`config.mk`:
```
export PLATFORM = sky130hd
export DESIGN_NAME = integer_literal_scanner
export DESIGN_NICKNAME = d
export VERILOG_FILES = /design/src/rtl/ils_pkg.sv /design/src/rtl/integer_literal_scanner.sv /design/src/rtl/ils_step.sv
export SDC_FILE = /design/constraint.sdc
export NUM_CORES = 1
export LEC_CHECK = 0
export BUFFER_PORTS_ARGS = -buffer_cell sky130_fd_sc_hd__buf_2
export CAP_MARGIN = 20
export CORE_UTILIZATION = 40
export CTS_BUF_LIST = sky130_fd_sc_hd__clkbuf_4
export CTS_CLUSTER_DIAMETER = 100
export CTS_CLUSTER_SIZE = 20
export DETAILED_ROUTE_END_ITERATION = 7
export SYNTH_ARGS = -nofsm -noshare
export SYNTH_HDL_FRONTEND = slang
export SYNTH_SLANG_ARGS = --single-unit
```
`constraint.sdc`:
```
create_clock -name clock -period 10.4 [get_ports clock]
set_clock_uncertainty 0.1 [all_clocks]
set_input_delay 1.56 -clock clock [delete_from_list [all_inputs] [get_ports clock]]
set_output_delay 1.56 -clock clock [all_outputs]
set_load 0.02 [all_outputs]
```
`src/rtl/ils_pkg.sv`:
```
// ils_pkg: shared types and character codes for the integer literal scanner
// holds the scan phase, result kind and status codes and the step structs
// no dependencies
package ils_pkg;

   // width of the value field on the result channel
   localparam int VALUE_BITS = 64;

   // scan phase; codes outside the list act as idle
   typedef enum logic [2:0] {
      PH_IDLE   = 3'd0,
      PH_SIGN   = 3'd1,
      PH_DIGITS = 3'd2,
      PH_USUF   = 3'd3
   } phase_type;

   typedef enum logic [1:0] {
      K_INT   = 2'd0,
      K_LONG  = 2'd1,
      K_UINT  = 2'd2,
      K_ULONG = 2'd3
   } kind_type;

   typedef enum logic [2:0] {
      ST_OK         = 3'd0,
      ST_NO_DIGIT   = 3'd1,
      ST_DIGIT_OVF  = 3'd2,
      ST_TOO_BIG    = 3'd3,
      ST_FRACTIONAL = 3'd4
   } status_type;

   // character codes
   localparam logic [7:0] CH_0     = 8'h30;
   localparam logic [7:0] CH_9     = 8'h39;
   localparam logic [7:0] CH_A_LO  = 8'h61;
   localparam logic [7:0] CH_F_LO  = 8'h66;
   localparam logic [7:0] CH_A_UP  = 8'h41;
   localparam logic [7:0] CH_F_UP  = 8'h46;
   localparam logic [7:0] CH_X_LO  = 8'h78;
   localparam logic [7:0] CH_X_UP  = 8'h58;
   localparam logic [7:0] CH_L_LO  = 8'h6C;
   localparam logic [7:0] CH_L_UP  = 8'h4C;
   localparam logic [7:0] CH_U_LO  = 8'h75;
   localparam logic [7:0] CH_U_UP  = 8'h55;
   localparam logic [7:0] CH_E_LO  = 8'h65;
   localparam logic [7:0] CH_E_UP  = 8'h45;
   localparam logic [7:0] CH_DOT   = 8'h2E;
   localparam logic [7:0] CH_MINUS = 8'h2D;
   localparam logic [7:0] CH_PLUS  = 8'h2B;

   // scan state other than the accumulator
   typedef struct packed {
      phase_type phase;
      logic      negative;
      logic      hex_mode;
      logic      only_zeros;
   } scan_state_type;

   // one result of a step
   typedef struct packed {
      logic       emit;
      kind_type   kind;
      status_type status;
      logic       consumed;
   } step_result_type;

endpackage

```
`src/rtl/integer_literal_scanner.sv`:
```
// integer_literal_scanner: top level of the C-style integer literal scanner
// input register, scan state registers and result register around ils_step
// depends on ils_pkg and ils_step
//
// Usage: characters arrive one per req transaction, req_tdata holding the
// character and req_tlast marking end of text (the character is then ignored).
// The scanner follows an optional sign, decimal or 0x-prefixed hex digits and
// an L, U or UL suffix. A result transaction on rsp gives the value, kind,
// status and whether the character that ended the literal was consumed; after
// every result the scanner is back in idle, ready for the next literal.
// Throughput is one character per cycle while no result is stalled: the step
// logic between the input register and the result register is combinational.
// An accepted character is held in the input register, and its result, if it
// gives one, is registered in the result register, which drives rsp_tvalid.
// Reset (synchronous, active high) empties both registers and returns the
// scan state to idle with a cleared accumulator. When the receiver holds
// rsp_tready low, a character waiting in the input register stays there and
// req_tready drops until the pending result is taken.
module integer_literal_scanner #(
   parameter int VALUE_WIDTH = 64
) (
   input  logic        clock,
   input  logic        reset,
   input  logic        req_tvalid,
   output logic        req_tready,
   input  logic [7:0]  req_tdata,   // [7:0] ch
   input  logic        req_tlast,   // end_of_text
   output logic        rsp_tvalid,
   input  logic        rsp_tready,
   output logic [63:0] rsp_tdata,   // [63:0] value
   output logic [7:0]  rsp_tuser    // [1:0] kind, [4:2] status, [5] stop_consumed, [7:6] zero
);

   logic                                 in_valid_ff;
   logic [7:0]                           in_ch_ff;
   logic                                 in_eot_ff;
   ils_pkg::scan_state_type              state_ff;
   ils_pkg::scan_state_type              state_in;
   logic [VALUE_WIDTH-1:0]               acc_ff;
   logic [VALUE_WIDTH-1:0]               acc_in;
   ils_pkg::step_result_type             step_res;
   logic [ils_pkg::VALUE_BITS-1:0]       step_value;
   logic                                 rsp_valid_ff;
   logic [ils_pkg::VALUE_BITS-1:0]       rsp_value_ff;
   ils_pkg::kind_type                    rsp_kind_ff;
   ils_pkg::status_type                  rsp_status_ff;
   logic                                 rsp_consumed_ff;
   logic                                 fire;

   // the held character steps when the result register can take a result
   assign fire       = in_valid_ff && (!rsp_valid_ff || rsp_tready);
   assign req_tready = !in_valid_ff || fire;

   // input register
   always_ff @(posedge clock) begin
      if (reset) begin
         in_valid_ff <= 1'b0;
      end else if (req_tready) begin
         in_valid_ff <= req_tvalid;
      end
      if (req_tvalid && req_tready) begin
         in_ch_ff  <= req_tdata;
         in_eot_ff <= req_tlast;
      end
   end

   ils_step #(
      .VALUE_WIDTH(VALUE_WIDTH)
   ) u_step (
      .cur_state  (state_ff),
      .cur_acc    (acc_ff),
      .ch         (in_ch_ff),
      .end_of_text(in_eot_ff),
      .next_state (state_in),
      .next_acc   (acc_in),
      .result     (step_res),
      .value      (step_value)
   );

   // scan state
   always_ff @(posedge clock) begin
      if (reset) begin
         state_ff.phase      <= ils_pkg::PH_IDLE;
         state_ff.negative   <= 1'b0;
         state_ff.hex_mode   <= 1'b0;
         state_ff.only_zeros <= 1'b0;
         acc_ff              <= '0;
      end else if (fire) begin
         state_ff <= state_in;
         acc_ff   <= acc_in;
      end
   end

   // result register
   always_ff @(posedge clock) begin
      if (reset) begin
         rsp_valid_ff <= 1'b0;
      end else if (fire && step_res.emit) begin
         rsp_valid_ff <= 1'b1;
      end else if (rsp_tready) begin
         rsp_valid_ff <= 1'b0;
      end
      if (fire && step_res.emit) begin
         rsp_value_ff    <= step_value;
         rsp_kind_ff     <= step_res.kind;
         rsp_status_ff   <= step_res.status;
         rsp_consumed_ff <= step_res.consumed;
      end
   end

   assign rsp_tvalid = rsp_valid_ff;
   assign rsp_tdata  = rsp_value_ff;
   assign rsp_tuser  = {2'b00, rsp_consumed_ff, rsp_status_ff, rsp_kind_ff};

`ifndef ASSERT_OFF
   // an error result never carries a value
   assert property (@(posedge clock) disable iff (reset)
      (rsp_tvalid && rsp_status_ff != ils_pkg::ST_OK) |-> (rsp_tdata == '0))
      else $error("error result with nonzero value");

   // a produced result leaves the scanner idle with a clear accumulator
   assert property (@(posedge clock) disable iff (reset)
      (fire && step_res.emit) |=> (state_ff.phase == ils_pkg::PH_IDLE && acc_ff == '0))
      else $error("scan state not cleared after result");

   // a stalled result keeps the waiting character in the input register
   assert property (@(posedge clock) disable iff (reset)
      (in_valid_ff && rsp_valid_ff && !rsp_tready) |=> in_valid_ff)
      else $error("character lost while result stalled");

   // hex mode only inside a literal's digits or suffix
   assert property (@(posedge clock) disable iff (reset)
      state_ff.hex_mode |->
         (state_ff.phase == ils_pkg::PH_DIGITS || state_ff.phase == ils_pkg::PH_USUF))
      else $error("hex mode outside digits");
`endif

endmodule

```
`src/rtl/ils_step.sv`:
```
// ils_step: combinational step of the literal scanner for one character
// computes next scan state, accumulator and the optional result
// depends on ils_pkg
module ils_step #(
   parameter int VALUE_WIDTH = 64
) (
   input  ils_pkg::scan_state_type                cur_state,
   input  logic [VALUE_WIDTH-1:0]                 cur_acc,
   input  logic [7:0]                             ch,
   input  logic                                   end_of_text,
   output ils_pkg::scan_state_type                next_state,
   output logic [VALUE_WIDTH-1:0]                 next_acc,
   output ils_pkg::step_result_type               result,
   output logic [ils_pkg::VALUE_BITS-1:0]         value
);

   localparam logic [VALUE_WIDTH-1:0] ACC_ONES   = '1;
   localparam logic [VALUE_WIDTH-1:0] MAX_DIV10  = ACC_ONES / VALUE_WIDTH'(10);
   localparam logic [VALUE_WIDTH-1:0] MAX_DIV16  = ACC_ONES >> 4;

   logic                   is_dec;
   logic                   is_hex_lo;
   logic                   is_hex_up;
   logic                   digit_ok;
   logic [3:0]             dval;
   logic                   is_x;
   logic                   is_l;
   logic                   is_u;
   logic                   is_e;
   logic                   is_sign;
   logic [VALUE_WIDTH-1:0] acc_scaled;
   logic [VALUE_WIDTH:0]   acc_sum;
   logic                   mul_ovf;
   logic                   digit_ovf;
   logic                   fin;
   ils_pkg::kind_type      fin_kind;
   logic                   fin_consumed;
   ils_pkg::step_result_type plain_res;
   logic                   too_big;
   logic [VALUE_WIDTH-1:0] signed_acc;

   // character classes and digit value
   always_comb begin
      is_dec    = (ch >= ils_pkg::CH_0) && (ch <= ils_pkg::CH_9);
      is_hex_lo = (ch >= ils_pkg::CH_A_LO) && (ch <= ils_pkg::CH_F_LO);
      is_hex_up = (ch >= ils_pkg::CH_A_UP) && (ch <= ils_pkg::CH_F_UP);
      is_x      = (ch == ils_pkg::CH_X_LO) || (ch == ils_pkg::CH_X_UP);
      is_l      = (ch == ils_pkg::CH_L_LO) || (ch == ils_pkg::CH_L_UP);
      is_u      = (ch == ils_pkg::CH_U_LO) || (ch == ils_pkg::CH_U_UP);
      is_e      = (ch == ils_pkg::CH_E_LO) || (ch == ils_pkg::CH_E_UP);
      is_sign   = (ch == ils_pkg::CH_MINUS) || (ch == ils_pkg::CH_PLUS);
      digit_ok  = is_dec || (cur_state.hex_mode && (is_hex_lo || is_hex_up));
      // letters a..f and A..F both sit one above a multiple of 16
      if (is_dec) begin
         dval = ch[3:0];
      end else begin
         dval = ch[3:0] + 4'd9;
      end
   end

   // accumulate one digit, base 10 by shift and add, base 16 by shift
   always_comb begin
      if (cur_state.hex_mode) begin
         acc_scaled = cur_acc << 4;
         mul_ovf    = cur_acc > MAX_DIV16;
      end else begin
         acc_scaled = (cur_acc << 3) + (cur_acc << 1);
         mul_ovf    = cur_acc > MAX_DIV10;
      end
      acc_sum   = {1'b0, acc_scaled} + (VALUE_WIDTH + 1)'(dval);
      digit_ovf = mul_ovf || acc_sum[VALUE_WIDTH];
   end

   // next state
   always_comb begin
      next_state = cur_state;
      next_acc   = cur_acc;
      case (cur_state.phase)
         ils_pkg::PH_DIGITS: begin
            if (end_of_text) begin
               next_state.phase = ils_pkg::PH_IDLE;
            end else if (digit_ok) begin
               if (!digit_ovf) begin
                  next_acc              = acc_sum[VALUE_WIDTH-1:0];
                  next_state.only_zeros = cur_state.only_zeros && (dval == 4'd0);
               end else begin
                  next_state.phase = ils_pkg::PH_IDLE;
               end
            end else if (cur_state.only_zeros && !cur_state.hex_mode && is_x) begin
               next_state.hex_mode   = 1'b1;
               next_state.only_zeros = 1'b0;
            end else if (!(ch == ils_pkg::CH_DOT || (!cur_state.hex_mode && is_e)) &&
                         !is_l && is_u) begin
               next_state.phase = ils_pkg::PH_USUF;
            end else begin
               next_state.phase = ils_pkg::PH_IDLE;
            end
         end
         ils_pkg::PH_USUF: begin
            next_state.phase = ils_pkg::PH_IDLE;
         end
         default: begin
            if (end_of_text) begin
               next_state.phase = ils_pkg::PH_IDLE;
            end else if (cur_state.phase != ils_pkg::PH_SIGN && is_sign) begin
               next_state.phase    = ils_pkg::PH_SIGN;
               next_state.negative = (ch == ils_pkg::CH_MINUS);
            end else if (is_dec) begin
               next_state.phase      = ils_pkg::PH_DIGITS;
               next_state.hex_mode   = 1'b0;
               next_state.only_zeros = (dval == 4'd0);
               next_acc              = VALUE_WIDTH'(dval);
            end else begin
               next_state.phase = ils_pkg::PH_IDLE;
            end
         end
      endcase
      // every result returns the scanner to its reset state
      if (next_state.phase == ils_pkg::PH_IDLE) begin
         next_state.negative   = 1'b0;
         next_state.hex_mode   = 1'b0;
         next_state.only_zeros = 1'b0;
         next_acc              = '0;
      end
   end

   // result decode: fixed-status results and requests to finish the literal
   always_comb begin
      plain_res.emit     = 1'b0;
      plain_res.kind     = ils_pkg::K_INT;
      plain_res.status   = ils_pkg::ST_OK;
      plain_res.consumed = 1'b0;
      fin                = 1'b0;
      fin_kind           = ils_pkg::K_INT;
      fin_consumed       = 1'b0;
      case (cur_state.phase)
         ils_pkg::PH_DIGITS: begin
            if (end_of_text) begin
               fin = 1'b1;
            end else if (digit_ok) begin
               if (digit_ovf) begin
                  plain_res.emit   = 1'b1;
                  plain_res.status = ils_pkg::ST_DIGIT_OVF;
               end
            end else if (cur_state.only_zeros && !cur_state.hex_mode && is_x) begin
               plain_res.emit = 1'b0;
            end else if (ch == ils_pkg::CH_DOT || (!cur_state.hex_mode && is_e)) begin
               plain_res.emit     = 1'b1;
               plain_res.status   = ils_pkg::ST_FRACTIONAL;
               plain_res.consumed = 1'b1;
            end else if (is_l) begin
               fin          = 1'b1;
               fin_kind     = ils_pkg::K_LONG;
               fin_consumed = 1'b1;
            end else if (!is_u) begin
               fin = 1'b1;
            end
         end
         ils_pkg::PH_USUF: begin
            fin = 1'b1;
            if (!end_of_text && is_l) begin
               fin_kind     = ils_pkg::K_ULONG;
               fin_consumed = 1'b1;
            end else begin
               fin_kind = ils_pkg::K_UINT;
            end
         end
         default: begin
            if (end_of_text ||
                !((cur_state.phase != ils_pkg::PH_SIGN && is_sign) || is_dec)) begin
               plain_res.emit   = 1'b1;
               plain_res.status = ils_pkg::ST_NO_DIGIT;
            end
         end
      endcase
   end

   // finish: range check against the kind, then sign and mask
   always_comb begin
      case (fin_kind)
         ils_pkg::K_INT:  too_big = (cur_acc[VALUE_WIDTH-1:31] != '0);
         ils_pkg::K_LONG: too_big = cur_acc[VALUE_WIDTH-1];
         ils_pkg::K_UINT: too_big = (cur_acc > VALUE_WIDTH'(64'hFFFF_FFFF));
         default:         too_big = 1'b0;
      endcase
      if (cur_state.negative) begin
         signed_acc = '0 - cur_acc;
      end else begin
         signed_acc = cur_acc;
      end
      value = '0;
      if (fin) begin
         result.emit     = 1'b1;
         result.kind     = fin_kind;
         result.consumed = fin_consumed;
         if (too_big) begin
            result.status = ils_pkg::ST_TOO_BIG;
         end else begin
            result.status = ils_pkg::ST_OK;
            if (fin_kind == ils_pkg::K_INT || fin_kind == ils_pkg::K_UINT) begin
               value = ils_pkg::VALUE_BITS'(signed_acc[31:0]);
            end else begin
               value = ils_pkg::VALUE_BITS'(signed_acc);
            end
         end
      end else begin
         result = plain_res;
      end
   end

endmodule

```
# Word-level counts from Yosys, hierarchy flattened

Index checks and enable logic that the tools add are counted.

Flip-flop bits (word level): 151
Output and inout bits: 74
Logic and storage cells: 179

Add/sub/neg operators: 4
Magnitude comparators: 9
Equal/unequal tests: 26
Multiplexer cells: 75
Bitwise logic cells: 1
Reductions and logical operators: 50

Operators with widths:

| cell                  | count |
|---|---|
| $mux 64               | 9 |
| $pmux 64 s2           | 1 |
| $add 64x4->65         | 1 |
| $add 64x64->64        | 1 |
| $eq 8x7->1 const B    | 8 |
| $gt 64x32->1 const B  | 1 |
| $gt 64x60->1 const B  | 1 |
| $gt 64x61->1 const B  | 1 |
| $sub 1x64->64 const A | 1 |
| $reduce_bool 33->1    | 1 |
| $mux 1                | 31 |
| $mux 2                | 13 |
| $eq 8x6->1 const B    | 3 |
| $mux 3                | 8 |
| $reduce_and 7->1      | 3 |
| $ge 8x7->1 const B    | 2 |
| $le 8x7->1 const B    | 2 |
| $mux 4                | 4 |
| $logic_and 1x1->1     | 15 |
| $logic_or 1x1->1      | 14 |
| $pmux 3 s2            | 2 |
| $ne 3x1->1 const B    | 3 |
| $ge 8x6->1 const B    | 1 |
| $le 8x6->1 const B    | 1 |
| other kinds (23)      | 38 |

# Longest topological paths before layout

Gate-level depths: netlist of run 1.

Depth after elaboration: 15
Depth in mapped cells: 27

# By module

From an unflattened synthesis of run 1, not the netlist that was laid out.

Cell total of the unflattened synthesis: 2183
Area, all modules: 16294.4 um2

Modules (own cells, without submodules):

| module                  | times used | cells an instance | area each (um2) |
|---|---|---|---|
| ils_step                | 1          | 1785              | 10595.2 |
| integer_literal_scanner | 1          | 398               | 5699.2 |

# Worst setup path before layout of run 1

Ideal clock, no wire load.

Path kind: register -> register
Start point: register state_ff[1] in the netlist's numbering
End point: register rsp_consumed_ff (enable)
Library setup time: 0.435 ns
Data arrival time: 6.853 ns
Setup slack: 3.011 ns
Cell stages (with the launch flop): 22
Buffers on the path: 9
Period minus slack after synthesis: 7.389 ns
Path through: dfxtp_1 buf_2 buf_2 buf_2 buf_2 buf_2 buf_2 buf_2 buf_1 clkbuf_1 nor2b_1 ha_1 a21oi_1 a21oi_1 nand2_1 nor4b_2 nor4b_1 nand4_1 or4_4 o31a_4 o31ai_4 and2_1

Word-level cells in the longest chain between the ends: 10
Elaborated cells on any way between the ends: 24
Classes of those cells: 1 x add/sub; 14 x mux; 9 x reduce/logical

Ends and longest elaborated chain:

| what                                                                  | RTL line                       | RTL |
|---|---|---|
| start: declaration                                                    | integer_literal_scanner.sv:37  | `ils_pkg::scan_state_type state_ff;` |
| start signal: assignment                                              | integer_literal_scanner.sv:89  | `state_ff <= state_in;` |
| parallel branches: the longest is 8 deep, another holds $add 64x4->65 | --                             |  |
| $mux 7 *                                                              | ils_step.sv:192                | `if (fin) begin` |
| $logic_and 1x1->1 *                                                   | integer_literal_scanner.sv:103 | `if (fire && step_res.emit) begin` |
| end signal: assignment                                                | integer_literal_scanner.sv:107 | `rsp_consumed_ff <= step_res.consumed;` |
| end: declaration                                                      | integer_literal_scanner.sv:47  | `logic rsp_consumed_ff;` |

Mark *: on every way between the ends.
A chain may end at the register's enable or synchronous reset.

# Worst setup path after layout of run 1

Start point: register in_ch_ff[1]
End point: register rsp_value_ff, in the netlist rsp_tdata[46] (enable)

Word-level cells in the longest chain between the ends: 11
Elaborated cells on any way between the ends: 55
Classes of those cells: 2 x add/sub; 6 x order compare; 11 x eq/ne; 16 x mux; 20 x reduce/logical

Ends and longest elaborated chain:

| what                                              | RTL line                         | RTL |
|---|---|---|
| start: declaration                                | integer_literal_scanner.sv:35    | `logic [7:0] in_ch_ff;` |
| start signal: assignment                          | integer_literal_scanner.sv:62    | `in_ch_ff <= req_tdata;` |
| $ge 8x6->1 (tied with other cells)                | ils_step.sv:44                   | `is_dec = (ch >= ils_pkg::CH_0) && (ch <= ils_pkg::CH_9);` |
| $logic_and 1x1->1 (tied with other cells)         | ils_step.sv:44                   |  |
| $mux 4 (tied with other cells)                    | ils_step.sv:54                   | `if (is_dec) begin` |
| $add 64x4->65 (tied with other cells)             | ils_step.sv:70                   | `acc_sum = {1'b0, acc_scaled} + (VALUE_WIDTH + 1)'(dval);` |
| $logic_or 1x1->1 / $mux 1 (equally long branches) | ils_step.sv:71, ils_step.sv:147  |  |
| $mux 1 (on tied branches)                         | ils_step.sv:141, ils_step.sv:145 |  |
| $mux 1                                            | ils_step.sv:140                  | `end else if (digit_ok) begin` |
| $mux 1                                            | ils_step.sv:138                  | `if (end_of_text) begin` |
| $pmux 1 s2                                        | ils_step.sv:136                  | `case (cur_state.phase)` |
| $mux 7 *                                          | ils_step.sv:192                  |  |
| $logic_and 1x1->1 *                               | integer_literal_scanner.sv:103   |  |
| end signal: assignment                            | integer_literal_scanner.sv:104   | `rsp_value_ff <= step_value;` |
| end: declaration                                  | integer_literal_scanner.sv:44    | `logic [ils_pkg::VALUE_BITS-1:0] rsp_value_ff;` |

Mark *: on every way between the ends. The rest lies on a longest branch, timed or not.

==> results.md, run 1 <==
Synthesis:
- Counting flops and latches in the post-synthesis netlist gives 151.
- The sequential share of the synthesized area is 26.1%.
- Counting distinct cell types in the post-synthesis netlist gives 108.
- Of all flip-flops after synthesis, the portion carrying an async set or reset was 0%.
- Averaged over all synthesized cells, the footprint is 7.76 sq um.
- In this run, synthesis inferred 79 flip-flops with an integrated enable.
- Synthesis handed over a netlist of 1882 instances.
- The predominant post-synthesis flop cell is sky130_fd_sc_hd__edfxtp_1.
- For this run, the number of Yosys warnings is 0.
- The cell area after technology mapping is 0.0146 sq mm.

Clock tree:
- The clock latency at the later pin of the worst-skew pair is 0.60 ns.
- The number of clock buffers added by TritonCTS is 17.
- The maximum clock insertion buffer count is 2.
- The clock transition at the register clock pins on the worst setup and hold paths after CTS is 0.13 ns.
- CTS placed an instance of sky130_fd_sc_hd__clkbuf_4 at the clock tree root.
- The post-cts sizing count is 0.
- CTS saw 151 sinks.
- After clock tree synthesis, the flow added hold-fix buffers numbering 0.
- The H-tree depth is 4.
- The post-CTS setup buffer count is 0.
- TritonCTS built the clock tree.

Cells and area:
- The fraction of layout cells with a size suffix above 1 is 11.7%.
- The number of standard cells in the final layout excluding fillers is 2340.
- At the end of the flow, the number of nets in the layout was 1951.
- After routing the design area is 0.0153 sq mm.
- The area growth from synthesis to layout is 5.09%.
- The filler cells instantiated in the layout total 3652.
- The number of antenna diodes in the final layout is 0.

Worst setup path:
- The setup slack of the most critical reg-to-reg path is 3.46 ns.
- STA classifies the critical path startpoint as a flip-flop.
- The capturing point of the worst reg2reg path is rsp_tdata[46].
- Along the worst path, the maximum fanout reaches 70.
- The data required time at the worst endpoint is 10.52 ns.
- The critical path start-end classification is reg -> reg.
- The arrival time reported for the critical path endpoint is 7.06 ns.
- The depth of the most critical reg-to-reg path is 21.
- The worst flop-to-flop path startpoint is in_ch_ff[1].
- STA classifies the critical path endpoint as a flip-flop.

STA:
- For the pin with the worst max-slew slack, the measured transition is 1.13 ns.
- The number of hold-slack violations in the final timing report was 0.
- The maximum achievable frequency is 144 MHz.
- The smallest clock period supported by the final layout is computed as 6.94 ns.
- Setup violations remaining at the end of the flow were counted as 0.
- For the final routed database, the setup TNS stands at 0 ns.
- Setup repair after global routing left no endpoint under its margin.
- The worst hold slack is 0.403 ns.
- The number of pins with negative max-slew slack in the final report came to 0.
- The headroom to the max-slew limit is 23.9%.
- Of the available clock period, the critical path in the final layout requires 66.7%.

Floorplanning:
- The area of the core is 0.0357 sq mm.
- Once the floorplan was initialized, standard cells occupied 40.8% of the core.
- Row generation in the floorplan step produced 69 rows.
- The boundary pin count is 87.
- The overall die area is 0.0373 sq mm.
- In this run the horizontal extent of the chip is 193 microns.
- Measured along the y axis, the die boundary spans 193 microns.

Outcome:
- The final reports fail on design-rule violations.
- The run finished, with violations left.

Place:
- The quantity of I/O buffers inserted on ports is 84.
- The area of placed instances is 0.0150 sq mm.
- The congestion estimate from routability-driven global placement came to 0.964.
- The post-placement cell count is 2306.
- The post-detailed-placement half-perimeter wirelength is 38400 microns.

Worst hold path:
- In this run the most critical hold path is launched from state_ff[0].
- Along the worst hold path, the cell count comes to 2.
- The path with the worst hold slack has its endpoint at state_ff[0].
- The worst hold path belongs to the class reg -> reg.

Power and ir drop:
- The worst vdd rail ir drop is 69.7 uV.
- The power density normalized to cell area is 73.1 mW/mm^2.
- The static leakage is 5.54 nW.

Detailed routing:
- The number of vias in the routed layout is 14500.
- The pre-antenna-repair detailed-routing pass consisted of 8 iterations.
- The wire length reported by the detailed router is 48700 microns.
- After the first detailed-routing iteration, the DRC count stood at 1251.
- Dividing the detail-routed wire length by the instance count gives 20.8 microns.
- The ratio of routed vias to standard cells is 6.18.
- The detail route stage leaves a number of antenna-violating nets equal to 0.
- The DRC violation count after routing is 12.

Global routing:
- The maximum number of pins on one net before global-route repair is 71.
- The via count of the first global-routing pass is 13400.
- The total overflow left after global routing is 0.
- The wire length of the first global-routing pass is 75600 microns.
- The number of antenna violations at the first check in global routing is 1.
- The total routing usage reported by global routing is 26.1%.

Run:
- Across the run, the number of max-cap violations was 0.
[kinds of logic after synthesis]
kind of cell | share of synthesized area (%)
buffers and inverters | 5.25
and+or+nand+nor | 26.5
AOI/OAI and AO/OA | 24.8
adders and majority gates | 6.27
xor gates and xnor gates | 8.88
DFF | 26.1
muxes | 2.06
other | 0.0257
[power breakdown]
group          switching, W  total (W)  internal, W
clock network      0.000228   0.000369     0.000142
registers        0.00000774   0.000649     0.000641
logic             0.0000730   0.000103    0.0000295
total              0.000308    0.00112     0.000812
[cells in the mapped netlist, types with 14 or more instances]
master	n	area, sq um
sky130_fd_sc_hd__a31oi_1	14	87.6
sky130_fd_sc_hd__nor2_1	199	747
sky130_fd_sc_hd__nand4_1	59	369
sky130_fd_sc_hd__mux2i_1	21	210
sky130_fd_sc_hd__or3_1	20	125
sky130_fd_sc_hd__a21oi_1	114	571
sky130_fd_sc_hd__o31ai_1	32	240
sky130_fd_sc_hd__clkbuf_1	81	304
sky130_fd_sc_hd__buf_2	30	150
sky130_fd_sc_hd__xnor2_1	58	508
sky130_fd_sc_hd__nor3_1	55	275
sky130_fd_sc_hd__o211ai_1	18	135
sky130_fd_sc_hd__nor2b_1	25	156
sky130_fd_sc_hd__o21ai_0	101	505
sky130_fd_sc_hd__ha_1	70	876
sky130_fd_sc_hd__inv_1	38	143
sky130_fd_sc_hd__edfxtp_1	79	2370
sky130_fd_sc_hd__a21o_1	27	203
sky130_fd_sc_hd__xor2_1	90	788
sky130_fd_sc_hd__a211oi_1	19	143
sky130_fd_sc_hd__nor4_1	29	181
sky130_fd_sc_hd__o21ai_1	22	110
sky130_fd_sc_hd__nand3_1	48	240
sky130_fd_sc_hd__dfxtp_1	72	1440
sky130_fd_sc_hd__nand2_1	240	901
sky130_fd_sc_hd__o21a_1	22	165
sky130_fd_sc_hd__o21ai_2	42	368
[how the worst max path moves through the flow]
stage / start / to
after global placement: in_ch_ff[1] / rsp_tdata[58]
final: in_ch_ff[1] / rsp_tdata[46]
after detailed placement: in_ch_ff[1] / rsp_tdata[58]
after CTS: in_ch_ff[0] / rsp_tdata[46]
after global routing: in_ch_ff[0] / rsp_tdata[55]
after floorplan: state_ff[1] / rsp_consumed_ff
[final cells by class]
class / count / area [sq um] / share of cell area (%)
Clock buffer: 18 / 135 / 0.881
Clock inverter: 14 / 135 / 0.881
Inverter: 39 / 146 / 0.954
Multi-Input combinational cell: 1565 / 10000 / 65.4
Sequential cell: 151 / 3820 / 24.9
Tap cell: 461 / 577 / 3.76
Timing Repair Buffer: 92 / 498 / 3.25
[flip-flops by register name (all words and copies together), names as in the netlist, 2 cells and up]
register / count
in_ch_ff: 8
acc_ff: 64
rsp_tdata: 64
rsp_kind_ff: 2
state_ff: 6
rsp_status_ff: 3
[worst max-delay path, cell delays in order, from the launching register on]
cell	delay [ns]
sky130_fd_sc_hd__edfxtp_1	0.46
sky130_fd_sc_hd__inv_1	0.13
sky130_fd_sc_hd__ha_1	0.22
sky130_fd_sc_hd__nor2_1	0.05
sky130_fd_sc_hd__o21ai_0	0.15
sky130_fd_sc_hd__and4_1	0.39
sky130_fd_sc_hd__nor2b_1	0.10
sky130_fd_sc_hd__xnor2_1	0.37
sky130_fd_sc_hd__inv_1	0.12
sky130_fd_sc_hd__ha_1	0.29
sky130_fd_sc_hd__a21o_1	0.10
sky130_fd_sc_hd__a21oi_1	0.09
sky130_fd_sc_hd__a21oi_1	0.27
sky130_fd_sc_hd__nand2_1	0.11
sky130_fd_sc_hd__nor4b_2	0.49
sky130_fd_sc_hd__nor4b_1	0.58
sky130_fd_sc_hd__nand4_1	0.37
sky130_fd_sc_hd__or4_4	0.51
sky130_fd_sc_hd__o31a_4	0.40
sky130_fd_sc_hd__o31ai_4	0.30
sky130_fd_sc_hd__and2_2	0.20
sky130_fd_sc_hd__buf_4	0.67
[placed cells by master, fill, tap and decap left out, types with 9 or more instances in the layout]
master / count
sky130_fd_sc_hd__ha_1: 70
sky130_fd_sc_hd__a21oi_1: 114
sky130_fd_sc_hd__nand4_1: 59
sky130_fd_sc_hd__a21o_1: 27
sky130_fd_sc_hd__or2_2: 13
sky130_fd_sc_hd__o31ai_1: 32
sky130_fd_sc_hd__nand3_1: 48
sky130_fd_sc_hd__and4_1: 13
sky130_fd_sc_hd__nand2_1: 240
sky130_fd_sc_hd__nor2b_1: 25
sky130_fd_sc_hd__and3_1: 11
sky130_fd_sc_hd__xnor2_1: 58
sky130_fd_sc_hd__nor3b_1: 9
sky130_fd_sc_hd__nor3_1: 55
sky130_fd_sc_hd__xor2_1: 90
sky130_fd_sc_hd__nand2b_1: 13
sky130_fd_sc_hd__edfxtp_1: 79
sky130_fd_sc_hd__a31oi_1: 14
sky130_fd_sc_hd__buf_2: 84
sky130_fd_sc_hd__nor2_1: 198
sky130_fd_sc_hd__a211oi_1: 19
sky130_fd_sc_hd__o211ai_1: 18
sky130_fd_sc_hd__or3_1: 20
sky130_fd_sc_hd__o21ai_0: 101
sky130_fd_sc_hd__or4_1: 10
sky130_fd_sc_hd__o21a_1: 22
sky130_fd_sc_hd__o21ai_1: 22
sky130_fd_sc_hd__o21ai_2: 42
sky130_fd_sc_hd__dfxtp_1: 70
sky130_fd_sc_hd__clkbuf_4: 18
sky130_fd_sc_hd__inv_1: 38
sky130_fd_sc_hd__nor4_1: 29
sky130_fd_sc_hd__mux2i_1: 21
[metrics by stage]
| stage | total power, W | worst slack [ns] | util (%) |
|---|---|---|---|
| 2_1_floorplan | 0.000729 | 3.01 | - |
| 3_3_place_gp | 0.000762 | 3.74 | 42.1 |
| 3_5_place_dp | 0.000763 | 3.53 | 42.1 |
| 4_1_cts | 0.00112 | 3.48 | 42.8 |
| 5_1_grt | 0.00116 | 2.80 | 42.9 |
| 6_report | 0.00112 | 3.46 | 42.9 |
[per-layer routing]
layer	wire length, microns	vias to the layer above	part of all wire [%]	track usage, %
met5	11	-	0.023	0
met4	1190	2	2.4	7.63
met3	3240	82	6.7	3.48
met2	22800	607	47	43.1
met1	21500	6870	44	35.4
li1	-	6895	-	-
No activity file was read; power rests on OpenSTA's default activity.
==> inputs of run 2 (changes only) <==
==> constraint.sdc (replaced) <==
create_clock -name clock -period 6.1 [get_ports clock]
set_clock_uncertainty 0.1 [all_clocks]
set_input_delay 0.915 -clock clock [delete_from_list [all_inputs] [get_ports clock]]
set_output_delay 0.915 -clock clock [all_outputs]
set_load 0.02 [all_outputs]
==> run 2 against run 1 <==
Net effect:
- the run still ends with design-rule violations left
- critical path type unchanged
- non-clock buffer count up 46
- die area unchanged
- hold slack worse by 0.011 ns
- via count up 1.1%
==> results.md, run 2 (synthesis gave the netlist of run 1 again) <==
Outcome:
- The flow ran to the end, but the final reports show violations.
- The final reports fail on design-rule violations.

Clock tree:
- For this design, the CTS-stage hold fixing added 0 buffers.
- The later pin in the worst-skew pair is clocked with a latency of 0.60 ns.
- The root buffer cell chosen for the clock tree is sky130_fd_sc_hd__clkbuf_4.
- After clock tree synthesis, the clock-pin slew on the worst setup and hold paths is 0.13 ns.
- The TritonCTS clock tree is built.
- The clock sink count is 151.
- Counting the buffers created by CTS gives 17.
- The H-tree was split into 4 levels.
- In this run the deepest clock path goes through 2 buffers.

Cells and area:
- 0 antenna diodes ended up in the layout.
- The most common library cell in the layout ignoring fill and taps is sky130_fd_sc_hd__nand2_1.
- In the final layout, the share of cells above drive strength 1 is 14.0%.
- From synthesis to final layout, the design area changed by 8.76%.
- The number of standard cells in the final layout excluding fillers is 2386.
- In the layout the commonest cells are 240 x sky130_fd_sc_hd__nand2_1, 198 x sky130_fd_sc_hd__nor2_1, 114 x sky130_fd_sc_hd__a21oi_1.
- After routing the design area is 0.0159 sq mm.
- The final net count is 1997.

Detailed routing:
- After the first detailed-routing iteration, the DRC count stood at 1204.
- The routed wirelength normalized by instance count is 21.0 microns.
- The count of nets left with antenna violations once routing finished came out at 0.
- The wire length reported by the detailed router is 50000 microns.
- The ratio of routed vias to standard cells is 6.12.
- Before antenna repair, the detailed router went through 7 iterations.
- For this run, design rule violations remaining after detail routing come to 4.
- The number of vias in the routed layout is 14600.

Worst setup path:
- Setup slack on the worst reg-to-reg path comes out at 0.27 ns.
- Along the worst path, the maximum fanout reaches 36.
- STA puts the critical path data arrival time at 6.03 ns.
- STA puts the critical path data required time at 6.29 ns.
- The highest-delay cell along the critical path is sky130_fd_sc_hd__a2111oi_0.
- The family of cells with the greatest summed delay on the critical path is compound AO/OA/AOI/OAI gates.
- The critical path start-end classification is reg -> reg.
- The biggest cell delay along the critical path is 0.62 ns.
- The signal on the critical path passes through ha_1 > inv_1 > fa_1 > nor2b_1 > o31a_1 > o21a_1 > o211ai_1 > a2111oi_0 > buf_4 > mux2i_1 > nand4_1 > or4b_4 > a211o_1 > o31a_4 > o31ai_4 > and2_4 > buf_12.
- The nature of the critical path endpoint is a flip-flop.
- The critical path contains buffers and inverters numbering 3 combined.
- The launching element type of the critical path is a flip-flop.

Place:
- The quantity of I/O buffers inserted on ports is 84.
- Once placement completed, the tool counted placed cells totaling 2353.
- The post-detailed-placement half-perimeter wirelength is 39700 microns.
- The worst setup slack after placement is 0.481 ns.
- Routability-driven placement finished with a final weighted congestion of 1.02.
- After detailed placement, the total cell area comes to 0.0155 sq mm.

Power and ir drop:
- The static leakage is 5.90 nW.
- Power spread over the standard cell area amounts to 134 mW/mm^2.
- The worst-case IR drop observed on VDD is 135 uV.

STA:
- The worst-margin pin slew is 1.01 ns.
- The worst hold slack is 0.393 ns.
- The number of hold-slack violations in the final timing report was 0.
- The total negative slack for setup checks is 0 ns.
- The worst path meets setup with 0.268 ns of slack.
- The post-route minimum period is 5.83 ns.
- The final worst-path cycle share is 95.6%.
- Setup repair after global routing left no endpoint under its margin.
- Setup violations remaining at the end of the flow were counted as 0.
- The maximum achievable frequency is 171 MHz.
- The number of pins with negative max-slew slack in the final report is 0.
- The headroom to the max-slew limit is 32.7%.

Floorplanning:
- The vertical die dimension is 193 microns.
- The die covers 0.0373 sq mm.
- The core region is 0.0357 sq mm.
- The row count is 69.
- The die width is 193 microns.
- The boundary pin count is 87.
- The initial utilization of the core area, before any placement, comes to 40.8%.

Global routing:
- The first global-routing pass estimated 77600 microns of wire.
- The total routing usage reported by global routing is 26.9%.
- The via count of the first global-routing pass is 13700.
- The number of antenna violations at the first check in global routing is 0.
- The leftover overflow at the end of global routing is 0.
- The maximum number of pins on one net before global-route repair is 86.

Run:
- The tool flagged a number of max-cap violations equal to 0.

Worst hold path:
- The path class of the tightest hold or removal check is in -> reg.
==> run 2: changes by cell type in the layout (fill, tap and decap cells not counted), moves of 3 or more <==
cell,delta
sky130_fd_sc_hd__bufinv_16,+5
sky130_fd_sc_hd__buf_4,+43
sky130_fd_sc_hd__clkinvlp_4,-3
sky130_fd_sc_hd__clkbuf_4,+3
sky130_fd_sc_hd__clkinv_1,-3
sky130_fd_sc_hd__clkinv_4,-3
sky130_fd_sc_hd__buf_12,+4
sky130_fd_sc_hd__inv_2,+3
==> run 2: final timing paths <==
check | from | endpoint | cells past startpoint
worst max-delay path | acc_ff[2] | rsp_tdata[63] | 17
worst min-delay path | req_tdata[3] | in_ch_ff[3] | 1
worst max register to register | acc_ff[2] | rsp_tdata[63] | 17
worst min register to register | acc_ff[63] | acc_ff[63] | 2
==> run 2: routing by layer <==
layer,up-vias,GRT usage [%],part of all wire (%)
li1,6996,-,-
met1,7019,36.1,45
met2,516,44.1,46
met3,79,4.24,6.2
met4,0,8.59,3.0
met5,-,0,0
==> run 2: layout make-up <==
cell class,instances,area (sq um)
fill,3644,19900
multi-input combinational,1565,10100
sequential,151,3820
timing repair buffer,138,896
tap,461,577
clock inverter,11,226
clock buffer,21,158
inverter,39,146
==> run 2: through the flow <==
| step | utilization (%) | power (W) |
|---|---|---|
| 6_report | 44.4 | 0.00213 |
| 5_1_grt | 44.4 | 0.00220 |
| 4_1_cts | 44.3 | 0.00214 |
| 3_5_place_dp | 43.2 | 0.00130 |
| 3_3_place_gp | 43.2 | 0.00130 |
| 2_1_floorplan | - | 0.00124 |
==> run 2: timing repair <==
| action | CTS | global route |
|---|---|---|
| endpoints found under the hold margin | 0 | 0 |
| gates resized for setup | 0 | 1 |
| setup endpoints to repair | 0 | 70 |
| buffers inserted | 0 | 0 |
==> run 2: power breakdown <==
part	internal [W]	switching, W	leakage [nW]	total [W]
registers	0.00109	0.0000140	1.34	0.00111
logic	0.0000553	0.000125	4.36	0.000180
clock network	0.000464	0.000380	0.212	0.000843
